[config.mk]
export PLATFORM = sky130hd
export DESIGN_NAME = file_type_sniffer_unit
export DESIGN_NICKNAME = d
export VERILOG_FILES = /design/src/hw/rtl/fts_pkg.sv /design/src/hw/rtl/fts_collect.sv /design/src/hw/rtl/fts_classify.sv /design/src/hw/rtl/file_type_sniffer_unit.sv
export SDC_FILE = /design/constraint.sdc
export NUM_CORES = 1
export LEC_CHECK = 0
export BUFFER_PORTS_ARGS = -buffer_cell sky130_fd_sc_hd__buf_2
export CAP_MARGIN = 40
export CORE_ASPECT_RATIO = 0.9
export CORE_MARGIN = 3
export CORE_UTILIZATION = 60
export CTS_BUF_LIST = sky130_fd_sc_hd__clkbuf_4 sky130_fd_sc_hd__clkbuf_8
export CTS_CLUSTER_DIAMETER = 120
export DETAILED_ROUTE_END_ITERATION = 10
export GPL_ROUTABILITY_DRIVEN = 0
export PLACE_DENSITY = 0.8
export SYNTH_ARGS = -nofsm -noshare
export SYNTH_HDL_FRONTEND = slang
export SYNTH_SLANG_ARGS = --single-unit
[constraint.sdc]
create_clock -name clk_i -period 6.41 [get_ports clk_i]
set_clock_uncertainty 0.1 [all_clocks]
set_input_delay 1.6025 -clock clk_i [delete_from_list [all_inputs] [get_ports clk_i]]
set_output_delay 1.6025 -clock clk_i [all_outputs]
set_load 0.005 [all_outputs]
[src/hw/rtl/fts_pkg.sv]
// Package of the file type sniffer: sizes, class codes, signature table and shared types.
// No dependencies; imported by every module of the block.
`timescale 1ns / 1ps

package fts_pkg;

  localparam int BLOCK_BYTES = 1024;
  localparam int CNT_W       = $clog2(BLOCK_BYTES + 1);
  localparam int PCT_W       = 7;
  localparam int PROD_W      = CNT_W + PCT_W + 1;
  localparam int PCT_SCALE   = 100;

  localparam int CLASS_W  = 5;
  localparam int NUM_SIGS = 18;

  localparam logic [CLASS_W-1:0] CLASS_SHELL   = CLASS_W'(18);
  localparam logic [CLASS_W-1:0] CLASS_C       = CLASS_W'(19);
  localparam logic [CLASS_W-1:0] CLASS_ENGLISH = CLASS_W'(20);
  localparam logic [CLASS_W-1:0] CLASS_ASCII   = CLASS_W'(21);
  localparam logic [CLASS_W-1:0] CLASS_DATA    = CLASS_W'(22);
  localparam logic [CLASS_W-1:0] CLASS_EMPTY   = CLASS_W'(23);

  localparam logic [CLASS_W-1:0] CLASS_EXEC_FIRST = CLASS_W'(11);
  localparam logic [CLASS_W-1:0] CLASS_EXEC_LAST  = CLASS_W'(14);
  localparam logic [CLASS_W-1:0] CLASS_CORE       = CLASS_W'(17);

  localparam int CFG_IDX_W  = 2;
  localparam int CFG_DATA_W = 8;
  localparam logic [CFG_IDX_W-1:0] REG_CODE_CUTOFF    = CFG_IDX_W'(0);
  localparam logic [CFG_IDX_W-1:0] REG_ENGLISH_CUTOFF = CFG_IDX_W'(1);
  localparam logic [PCT_W-1:0] CODE_CUTOFF_RESET    = PCT_W'(1);
  localparam logic [PCT_W-1:0] ENGLISH_CUTOFF_RESET = PCT_W'(25);

  localparam logic [CNT_W-1:0] POS_SYM_LO_FIRST = CNT_W'(16);
  localparam logic [CNT_W-1:0] POS_SYM_LO_LAST  = CNT_W'(19);
  localparam logic [CNT_W-1:0] POS_SYM_HI_FIRST = CNT_W'(28);
  localparam logic [CNT_W-1:0] POS_SYM_HI_LAST  = CNT_W'(31);
  localparam logic [CNT_W-1:0] POS_CORE_CPU     = CNT_W'(36);
  localparam logic [CNT_W-1:0] POS_HEADER_END   = CNT_W'(4);

  localparam logic [7:0] CPU_BYTE_I86  = 8'h01;
  localparam logic [7:0] CPU_BYTE_I386 = 8'h02;
  localparam logic [1:0] CPU_UNKNOWN   = 2'd0;
  localparam logic [1:0] CPU_I86       = 2'd1;
  localparam logic [1:0] CPU_I386      = 2'd2;

  typedef enum logic [1:0] {
    KIND_PLAIN,
    KIND_EXEC,
    KIND_EXEC_ALT,
    KIND_CORE
  } sig_kind_e;

  // Signatures hold byte 0 of the file in bits 7:0.
  localparam logic [31:0] SIG_MAGIC [NUM_SIGS] = '{
    32'h008D9D1F, 32'h00909D1F, 32'h0000FF65, 32'h0000FF2C, 32'h0000FF65,
    32'h20756E47, 32'h72613C21, 32'h00000201, 32'h000086A3, 32'h07010000,
    32'h00000107, 32'h04000301, 32'h10000301, 32'h01031004, 32'h0B100301,
    32'h0000010B, 32'h010B0000, 32'hC0C41282
  };

  localparam logic [31:0] SIG_MASK [NUM_SIGS] = '{
    32'h00FFFFFF, 32'h00FFFFFF, 32'h0000FFFF, 32'h0000FFFF, 32'h0000FFFF,
    32'hFFFFFFFF, 32'hFFFFFFFF, 32'h0000FFFF, 32'h0000FFFF, 32'hFFFFFFFF,
    32'hFFFFFFFF, 32'hFF00FFFF, 32'hFF00FFFF, 32'hFFFFFFFF, 32'hFFFFFFFF,
    32'hFFFFFFFF, 32'hFFFFFFFF, 32'hFFFFFFFF
  };

  localparam sig_kind_e SIG_KIND [NUM_SIGS] = '{
    KIND_PLAIN, KIND_PLAIN, KIND_PLAIN, KIND_PLAIN, KIND_PLAIN, KIND_PLAIN,
    KIND_PLAIN, KIND_PLAIN, KIND_PLAIN, KIND_PLAIN, KIND_PLAIN,
    KIND_EXEC, KIND_EXEC, KIND_EXEC, KIND_EXEC,
    KIND_EXEC_ALT, KIND_EXEC_ALT, KIND_CORE
  };

  typedef struct packed {
    logic [31:0]      header_word;
    logic             sym_lo_nz;
    logic             sym_hi_nz;
    logic [7:0]       core_byte;
    logic [CNT_W-1:0] byte_count;
    logic             high_bit;
    logic [CNT_W-1:0] punct_count;
    logic [CNT_W-1:0] letter_count;
  } file_state_t;

  typedef struct packed {
    file_state_t st;
    logic        exec;
    logic        empty;
  } snap_t;

  typedef struct packed {
    logic [CLASS_W-1:0] file_class;
    logic               uzp_flag;
    logic               pal_flag;
    logic               nsym_flag;
    logic               separate_id;
    logic               not_stripped;
    logic [1:0]         core_cpu;
  } result_t;

endpackage

[src/hw/rtl/fts_collect.sv]
// Per-byte collection stage: header bytes, symbol marks, counters and the file snapshot.
// Depends on fts_pkg.
`timescale 1ns / 1ps

module fts_collect import fts_pkg::*; (
  input  logic       clk_i,
  input  logic       rst_ni,
  input  logic       in_valid_i,
  output logic       in_stall_o,
  input  logic [7:0] data_byte_i,
  input  logic       last_byte_i,
  input  logic       empty_file_i,
  input  logic       exec_bits_i,
  output snap_t      snap_o,
  output logic       snap_valid_o,
  input  logic       snap_take_i
);

  file_state_t state_q, state_d, state_next;
  snap_t       snap_q;
  logic        snap_valid_q, snap_valid_d;
  logic        accept, finish;
  logic [CNT_W-1:0] pos;
  logic [7:0]  lower;
  logic        is_punct, is_letter;

  assign in_stall_o = snap_valid_q && !snap_take_i;
  assign accept     = in_valid_i && !in_stall_o;
  assign finish     = last_byte_i || empty_file_i;
  assign pos        = state_q.byte_count;

  assign lower = (data_byte_i >= "A" && data_byte_i <= "Z") ? (data_byte_i | 8'h20)
                                                             : data_byte_i;
  assign is_punct = (data_byte_i == ";") || (data_byte_i == "{") || (data_byte_i == "}") ||
                    (data_byte_i == "#") || (data_byte_i == "*") || (data_byte_i == "<") ||
                    (data_byte_i == ">") || (data_byte_i == "/");
  assign is_letter = (lower == "e") || (lower == "t") || (lower == "a") || (lower == "o") ||
                     (lower == "i") || (lower == "n") || (lower == "s");

  always_comb begin
    state_next = state_q;
    if (pos < CNT_W'(BLOCK_BYTES)) begin
      if (pos < POS_HEADER_END) begin
        state_next.header_word[8*pos[1:0] +: 8] = data_byte_i;
      end
      if (pos >= POS_SYM_LO_FIRST && pos <= POS_SYM_LO_LAST && data_byte_i != 8'h00) begin
        state_next.sym_lo_nz = 1'b1;
      end
      if (pos >= POS_SYM_HI_FIRST && pos <= POS_SYM_HI_LAST && data_byte_i != 8'h00) begin
        state_next.sym_hi_nz = 1'b1;
      end
      if (pos == POS_CORE_CPU) begin
        state_next.core_byte = data_byte_i;
      end
      if (data_byte_i[7]) begin
        state_next.high_bit = 1'b1;
      end
      if (is_punct) begin
        state_next.punct_count = state_q.punct_count + CNT_W'(1);
      end
      if (is_letter) begin
        state_next.letter_count = state_q.letter_count + CNT_W'(1);
      end
      state_next.byte_count = pos + CNT_W'(1);
    end
  end

  always_comb begin
    state_d      = state_q;
    snap_valid_d = snap_valid_q && !snap_take_i;
    if (accept) begin
      state_d = finish ? '0 : state_next;
      if (finish) begin
        snap_valid_d = 1'b1;
      end
    end
  end

  always_ff @(posedge clk_i or negedge rst_ni) begin
    if (!rst_ni) begin
      state_q      <= '0;
      snap_valid_q <= 1'b0;
    end else begin
      state_q      <= state_d;
      snap_valid_q <= snap_valid_d;
    end
  end

  // A file marked empty drops whatever was collected and classifies as empty.
  always_ff @(posedge clk_i) begin
    if (accept && finish) begin
      snap_q.st    <= empty_file_i ? '0 : state_next;
      snap_q.exec  <= exec_bits_i;
      snap_q.empty <= empty_file_i;
    end
  end

  assign snap_o       = snap_q;
  assign snap_valid_o = snap_valid_q;

endmodule

[src/hw/rtl/fts_classify.sv]
// Classification stage: signature match, percentage tests, result register and cutoff registers.
// Depends on fts_pkg.
`timescale 1ns / 1ps

module fts_classify import fts_pkg::*; (
  input  logic                  clk_i,
  input  logic                  rst_ni,
  input  snap_t                 snap_i,
  input  logic                  snap_valid_i,
  output logic                  snap_take_o,
  input  logic                  cfg_valid_i,
  output logic                  cfg_ready_o,
  input  logic [CFG_IDX_W-1:0]  cfg_index_i,
  input  logic [CFG_DATA_W-1:0] cfg_data_i,
  output result_t               result_o,
  output logic                  out_valid_o,
  input  logic                  out_stall_i
);

  logic [PCT_W-1:0]   code_cut_q, english_cut_q;
  logic               out_valid_q;
  result_t            res_q, res_d;
  logic               hit;
  logic [CLASS_W-1:0] hit_idx;
  logic [7:0]         byte2;
  logic [PROD_W-1:0]  punct_scaled, letter_scaled, code_limit, english_limit;
  logic               code_above, english_above;

  assign cfg_ready_o = 1'b1;
  assign snap_take_o = !out_valid_q || !out_stall_i;

  always_comb begin
    hit     = 1'b0;
    hit_idx = '0;
    for (int i = NUM_SIGS - 1; i >= 0; i--) begin
      if ((snap_i.st.header_word & SIG_MASK[i]) == SIG_MAGIC[i]) begin
        hit     = 1'b1;
        hit_idx = CLASS_W'(i);
      end
    end
  end

  assign byte2 = snap_i.st.header_word[23:16];

  // The integer percentage exceeds the cutoff exactly when 100*count >= (cutoff+1)*bytes.
  assign punct_scaled  = PROD_W'(snap_i.st.punct_count) * PROD_W'(PCT_SCALE);
  assign letter_scaled = PROD_W'(snap_i.st.letter_count) * PROD_W'(PCT_SCALE);
  assign code_limit    = (PROD_W'(code_cut_q) + PROD_W'(1)) * PROD_W'(snap_i.st.byte_count);
  assign english_limit = (PROD_W'(english_cut_q) + PROD_W'(1)) *
                         PROD_W'(snap_i.st.byte_count);
  assign code_above    = punct_scaled >= code_limit;
  assign english_above = letter_scaled >= english_limit;

  always_comb begin
    res_d = '0;
    if (snap_i.empty) begin
      res_d.file_class = CLASS_EMPTY;
    end else if (hit) begin
      res_d.file_class = hit_idx;
      unique case (SIG_KIND[hit_idx])
        KIND_EXEC: begin
          res_d.uzp_flag     = byte2[0];
          res_d.pal_flag     = byte2[1];
          res_d.nsym_flag    = byte2[2];
          res_d.separate_id  = byte2[5];
          res_d.not_stripped = snap_i.st.sym_hi_nz;
        end
        KIND_EXEC_ALT: begin
          res_d.not_stripped = snap_i.st.sym_lo_nz;
        end
        KIND_CORE: begin
          if (snap_i.st.core_byte == CPU_BYTE_I86) begin
            res_d.core_cpu = CPU_I86;
          end else if (snap_i.st.core_byte == CPU_BYTE_I386) begin
            res_d.core_cpu = CPU_I386;
          end else begin
            res_d.core_cpu = CPU_UNKNOWN;
          end
        end
        default: begin
          res_d.core_cpu = CPU_UNKNOWN;
        end
      endcase
    end else if (snap_i.exec) begin
      res_d.file_class = CLASS_SHELL;
    end else if (snap_i.st.high_bit || snap_i.st.byte_count == '0) begin
      res_d.file_class = CLASS_DATA;
    end else if (code_above) begin
      res_d.file_class = CLASS_C;
    end else if (english_above) begin
      res_d.file_class = CLASS_ENGLISH;
    end else begin
      res_d.file_class = CLASS_ASCII;
    end
  end

  always_ff @(posedge clk_i or negedge rst_ni) begin
    if (!rst_ni) begin
      out_valid_q   <= 1'b0;
      code_cut_q    <= CODE_CUTOFF_RESET;
      english_cut_q <= ENGLISH_CUTOFF_RESET;
    end else begin
      if (snap_take_o) begin
        out_valid_q <= snap_valid_i;
      end
      if (cfg_valid_i && cfg_ready_o) begin
        if (cfg_index_i == REG_CODE_CUTOFF) begin
          code_cut_q <= cfg_data_i[PCT_W-1:0];
        end else if (cfg_index_i == REG_ENGLISH_CUTOFF) begin
          english_cut_q <= cfg_data_i[PCT_W-1:0];
        end
      end
    end
  end

  always_ff @(posedge clk_i) begin
    if (snap_take_o && snap_valid_i) begin
      res_q <= res_d;
    end
  end

  assign result_o    = res_q;
  assign out_valid_o = out_valid_q;

endmodule

[src/hw/rtl/file_type_sniffer_unit.sv]
// Top level of the file type sniffer: byte collection stage followed by classification stage.
// Depends on fts_pkg, fts_collect and fts_classify.
`timescale 1ns / 1ps
//
// Channel   Direction  Handshake                Payload
// in        input      in_valid_i / in_stall_o  data_byte_i, last_byte_i, empty_file_i,
//                                               exec_bits_i
// out       output     out_valid_o/out_stall_i  file_class_o and the flag and cpu fields
// cfg       input      cfg_valid_i/cfg_ready_o  cfg_index_i, cfg_data_i
//
// One byte is taken per cycle while in_stall_o is low; the collection counters update in
// the cycle of the transfer. A last or empty byte yields its result through the snapshot
// register and then the result register, while the following bytes keep streaming.
// Reset clears the collected file state and restores the cutoff registers to 1 and 25.
// A stalled output holds its result; the input stalls only when both registers are full.

module file_type_sniffer_unit import fts_pkg::*; (
  input  logic                  clk_i,
  input  logic                  rst_ni,
  input  logic                  in_valid_i,
  output logic                  in_stall_o,
  input  logic [7:0]            data_byte_i,
  input  logic                  last_byte_i,
  input  logic                  empty_file_i,
  input  logic                  exec_bits_i,
  output logic                  out_valid_o,
  input  logic                  out_stall_i,
  output logic [CLASS_W-1:0]    file_class_o,
  output logic                  uzp_flag_o,
  output logic                  pal_flag_o,
  output logic                  nsym_flag_o,
  output logic                  separate_id_o,
  output logic                  not_stripped_o,
  output logic [1:0]            core_cpu_o,
  input  logic                  cfg_valid_i,
  output logic                  cfg_ready_o,
  input  logic [CFG_IDX_W-1:0]  cfg_index_i,
  input  logic [CFG_DATA_W-1:0] cfg_data_i
);

  snap_t   snap;
  logic    snap_valid, snap_take;
  result_t result;

  fts_collect u_collect (
    .clk_i        (clk_i),
    .rst_ni       (rst_ni),
    .in_valid_i   (in_valid_i),
    .in_stall_o   (in_stall_o),
    .data_byte_i  (data_byte_i),
    .last_byte_i  (last_byte_i),
    .empty_file_i (empty_file_i),
    .exec_bits_i  (exec_bits_i),
    .snap_o       (snap),
    .snap_valid_o (snap_valid),
    .snap_take_i  (snap_take)
  );

  fts_classify u_classify (
    .clk_i        (clk_i),
    .rst_ni       (rst_ni),
    .snap_i       (snap),
    .snap_valid_i (snap_valid),
    .snap_take_o  (snap_take),
    .cfg_valid_i  (cfg_valid_i),
    .cfg_ready_o  (cfg_ready_o),
    .cfg_index_i  (cfg_index_i),
    .cfg_data_i   (cfg_data_i),
    .result_o     (result),
    .out_valid_o  (out_valid_o),
    .out_stall_i  (out_stall_i)
  );

  assign file_class_o   = result.file_class;
  assign uzp_flag_o     = result.uzp_flag;
  assign pal_flag_o     = result.pal_flag;
  assign nsym_flag_o    = result.nsym_flag;
  assign separate_id_o  = result.separate_id;
  assign not_stripped_o = result.not_stripped;
  assign core_cpu_o     = result.core_cpu;

endmodule

==> run_results.csv <==
group,metric,value,unit
clock_tree,path_clk_slew,0.12,ns
place,numPortBuffers,38,
critical_path,cp_common_cell,"fa_1",
power_and_ir_drop,power.density,432,nW/um^2
sta,grt_setup_unrepaired,"true",
logic_synthesis,netlist_instances,1906,
hold_path,holdCritStartpoint,"u_collect.snap_valid_o",
run_status,violations,"setup timing",
place,place_hpwl,31900,um
clock_tree,worstSkewPairLatency,0.49,ns
logic_synthesis,yosysWarnings,0,
place,place_ws,-0.550,ns
logic_synthesis,ys_seq_area_share,28.2,%
layout,nets,2353,
logic_synthesis,synthAdderAreaFrac,27.6,%
global_routing,grt_max_degree,78,
layout,fillers,2097,
critical_path,crit_family,"adder cells",
logic_synthesis,synth_cell_type_count,78,
global_routing,grt_pass1_wl,72800,um
logic_synthesis,synth_flop_cell,"edfxtp_1",
critical_path,crit_path_max_incr_delay,0.61,ns
logic_synthesis,synth-seq-cells,182,
global_routing,grt_pass1_vias,14627,
floorplan,ios,41,
critical_path,critPathRequiredTime,6.53,ns
clock_tree,htree_levels,4,
hold_path,min_path_type,"register to register",
sta,setup_viol,3,
global_routing,grt-ovfl-total,0,
critical_path,path_buf_inv,2,
critical_path,arrival,6.73,ns
clock_tree,cts_tree,"done",
route,dr.pass1.iters,6,
sta,max_freq,151,MHz
route,vias_per_cell,6.03,
floorplan,die_x,187,um
floorplan,dieArea,31700,um^2
place,dp.cells,2368,
logic_synthesis,synth_edf_count,90,
layout,multiInputGateArea,12100,um^2
logic_synthesis,synth-simple-area-share,20.2,%
run_status,outcome,"finished, violations left",
layout,regArea,5010,um^2
sta,finalCritPeriodShare,103,%
logic_synthesis,synth_xor_area_share,4.19,%
route,m1WireLength,18700,um
critical_path,critical_path.max_fanout,5,
layout,final_core_util,69.3,%
place,place_area,19000,um^2
floorplan,chipHeight,169,um
sta,drv_slew,0,
layout,final_cell_area,20100,um^2
logic_synthesis,synth_top_family_by_area,"adder cells",
route,wl_per_cell,18.4,um
layout,syn_to_final_growth,13.2,%
clock_tree,cts_root_buf,"clkbuf_8",
logic_synthesis,synth_mux_area_share,1.40,%
power_and_ir_drop,worst_ir_drop_vdd,0.359,mV
global_routing,antenna_found_initial,1,
floorplan,coreArea,29000,um^2
sta,tightest_slew,0.918,ns
critical_path,criticalPathCategory,"register to register",
floorplan,start_util,61.2,%
critical_path,cp-end-kind,"register",
route,routed.top_layer,"met4",
critical_path,crit_start,"u_classify.code_cut_q[0]",
logic_synthesis,async_flop_share,50.5,%
route,drt_iter0_markers,1232,
sta,tns,-0.503,ns
logic_synthesis,synth_compound_area_share,11.2,%
sta,period_minus_slack,6.60,ns
clock_tree,cts_buffer_depth,2,
layout,final_cells,2417,
sta,finalWorstSetupSlack,-0.193,ns
critical_path,rr_startpoint,"u_classify.code_cut_q[0]",
sta,slew_headroom,38.8,%
logic_synthesis,syn_nets,2252,
route,drc,0,
critical_path,start_kind,"register",
power_and_ir_drop,power.leakage,9.23,nW
global_routing,grt_usage,27.9,%
logic_synthesis,synth_area,17800,um^2
route,wirelength,44400,um
floorplan,rows,59,
route,wl_met3,2750,um
layout,drive_above_1_share,17.9,%
critical_path,cp_slowest_cell,"dfstp_2",
route,ant_nets,0,
sta,hold_violations,0,
job,maxCapViolCount,0,
clock_tree,hold_buffers,0,
clock_tree,cts.sinks,182,
route,wl_met2,21800,um
clock_tree,cts_buffers,17,
logic_synthesis,synth.avg_cell_area,9.32,um^2
route,vias,14575,
-- placed cells by master, fill, tap and decap left out, types with 17 or more instances in the layout --
cell / n
inv_1: 231
ha_1: 184
nand2_1: 151
buf_4: 117
fa_1: 113
nor2_1: 95
a21oi_1: 92
edfxtp_1: 90
dfrtp_1: 88
and2_1: 76
o21ai_0: 62
nor2b_1: 61
nand3_1: 60
xnor2_1: 48
buf_2: 38
xor2_1: 32
nand2b_1: 28
a22o_2: 28
nand4_1: 25
nor4_1: 24
nor3_1: 23
and3_1: 17
clkbuf_8: 17
-- sequential cells by signal, indices dropped and copies added (netlist names) --
signal / cells
u_classify.code_cut_q: 7
u_classify.english_cut_q: 7
u_classify.out_valid_o: 1
u_classify.result_o: 12
u_collect.pos: 11
u_collect.snap_o: 78
u_collect.snap_valid_o: 1
u_collect.state_q: 65
-- cell families (layout without fill, tap and decap cells) --
| family | count (synthesis) | after routing |
|---|---|---|
| fa+ha+maj | 320 | 320 |
| flops | 182 | 182 |
| other cells | 1 | 2 |
| compound gates | 305 | 305 |
| mux | 23 | 23 |
| buf+inv | 320 | 434 |
| simple gates | 670 | 670 |
| xor+xnor | 85 | 85 |
-- report_power, final --
part	leakage [nW]	switching (mW)	internal [mW]
registers	2.12	0.0805	1.30
logic	6.91	3.43	3.08
clock network	0.194	0.488	0.297
-- cells in the mapped netlist, types with 4 or more instances --
library cell | instances | area (um^2)
or2_2 | 5 | 31.3
a21boi_0 | 6 | 45.0
and4_1 | 5 | 43.8
a211oi_1 | 8 | 60.1
fa_1 | 120 | 2400
or4_1 | 4 | 30.0
nor4b_1 | 4 | 35.0
nor3b_1 | 7 | 52.6
nor4_1 | 25 | 156
edfxtp_1 | 90 | 2700
nand2_1 | 155 | 582
a21o_1 | 14 | 105
o21bai_1 | 6 | 45.0
inv_1 | 238 | 893
ha_1 | 200 | 2500
o22ai_1 | 4 | 25.0
o21ai_0 | 69 | 345
a21oi_1 | 97 | 485
xor2_1 | 33 | 289
nand2b_1 | 28 | 175
nand4_1 | 25 | 156
nand4b_1 | 4 | 35.0
and2_1 | 80 | 500
xnor2_1 | 52 | 455
mux2i_1 | 8 | 80.1
buf_6 | 8 | 90.1
nor3_1 | 29 | 145
a31o_2 | 5 | 43.8
mux2_2 | 15 | 169
clkbuf_1 | 60 | 225
and3_1 | 22 | 138
or3_1 | 11 | 68.8
a41oi_1 | 5 | 43.8
dfrtp_1 | 88 | 2200
nand3_1 | 65 | 325
o31ai_1 | 10 | 75.1
dfstp_2 | 4 | 105
a22o_1 | 12 | 105
nor2b_1 | 70 | 438
nor2_1 | 101 | 379
nand3b_1 | 7 | 52.6
a31oi_1 | 11 | 68.8
buf_2 | 12 | 60.1
a22o_2 | 28 | 280
-- timing repair --
action                     CTS  global route
setup endpoints to repair    3             3
resized for setup           82            45
gates cloned                 1             0
pin swaps                   43            56
setup buffers               13             3
-- metal layers --
| metal | GRT usage (%) | vias to the layer above |
|---|---|---|
| met3 | 4.07 | 107 |
| li1 | - | 6706 |
| met5 | 0 | - |
| met4 | 8.61 | 0 |
| met1 | 37.1 | 7215 |
| met2 | 47.9 | 547 |
-- cell type report --
class	count	share of cell area [%]
timing repair buffer	164	6.05
inverter	238	4.44
multi-input combinational	1404	60.2
sequential	182	24.9
clock buffer	18	1.20
clock inverter	14	0.759
antenna	1	0.0124
tap	396	2.46
-- stage by stage --
stage / power (mW) / hold WS (ns)
final: 8.68 / 0.395
after detailed placement: 6.70 / 0.373
after global routing: 9.45 / 0.430
after floorplan: 4.95 / 0.343
after global placement: 6.45 / 0.366
after CTS: 8.16 / 0.400
-- final timing paths --
check,to,slack (ns),cells after the start
max,u_classify.result_o[9],-0.19,25
max in group asynchronous,u_collect.state_q[6],4.08,2
min reg2reg,u_classify.out_valid_o,0.40,1
min,u_classify.out_valid_o,0.40,1
min in group asynchronous,u_classify.code_cut_q[5],1.08,1
max reg2reg,u_classify.result_o[9],-0.19,25
Note: power is estimated with default switching activity, not from simulation.
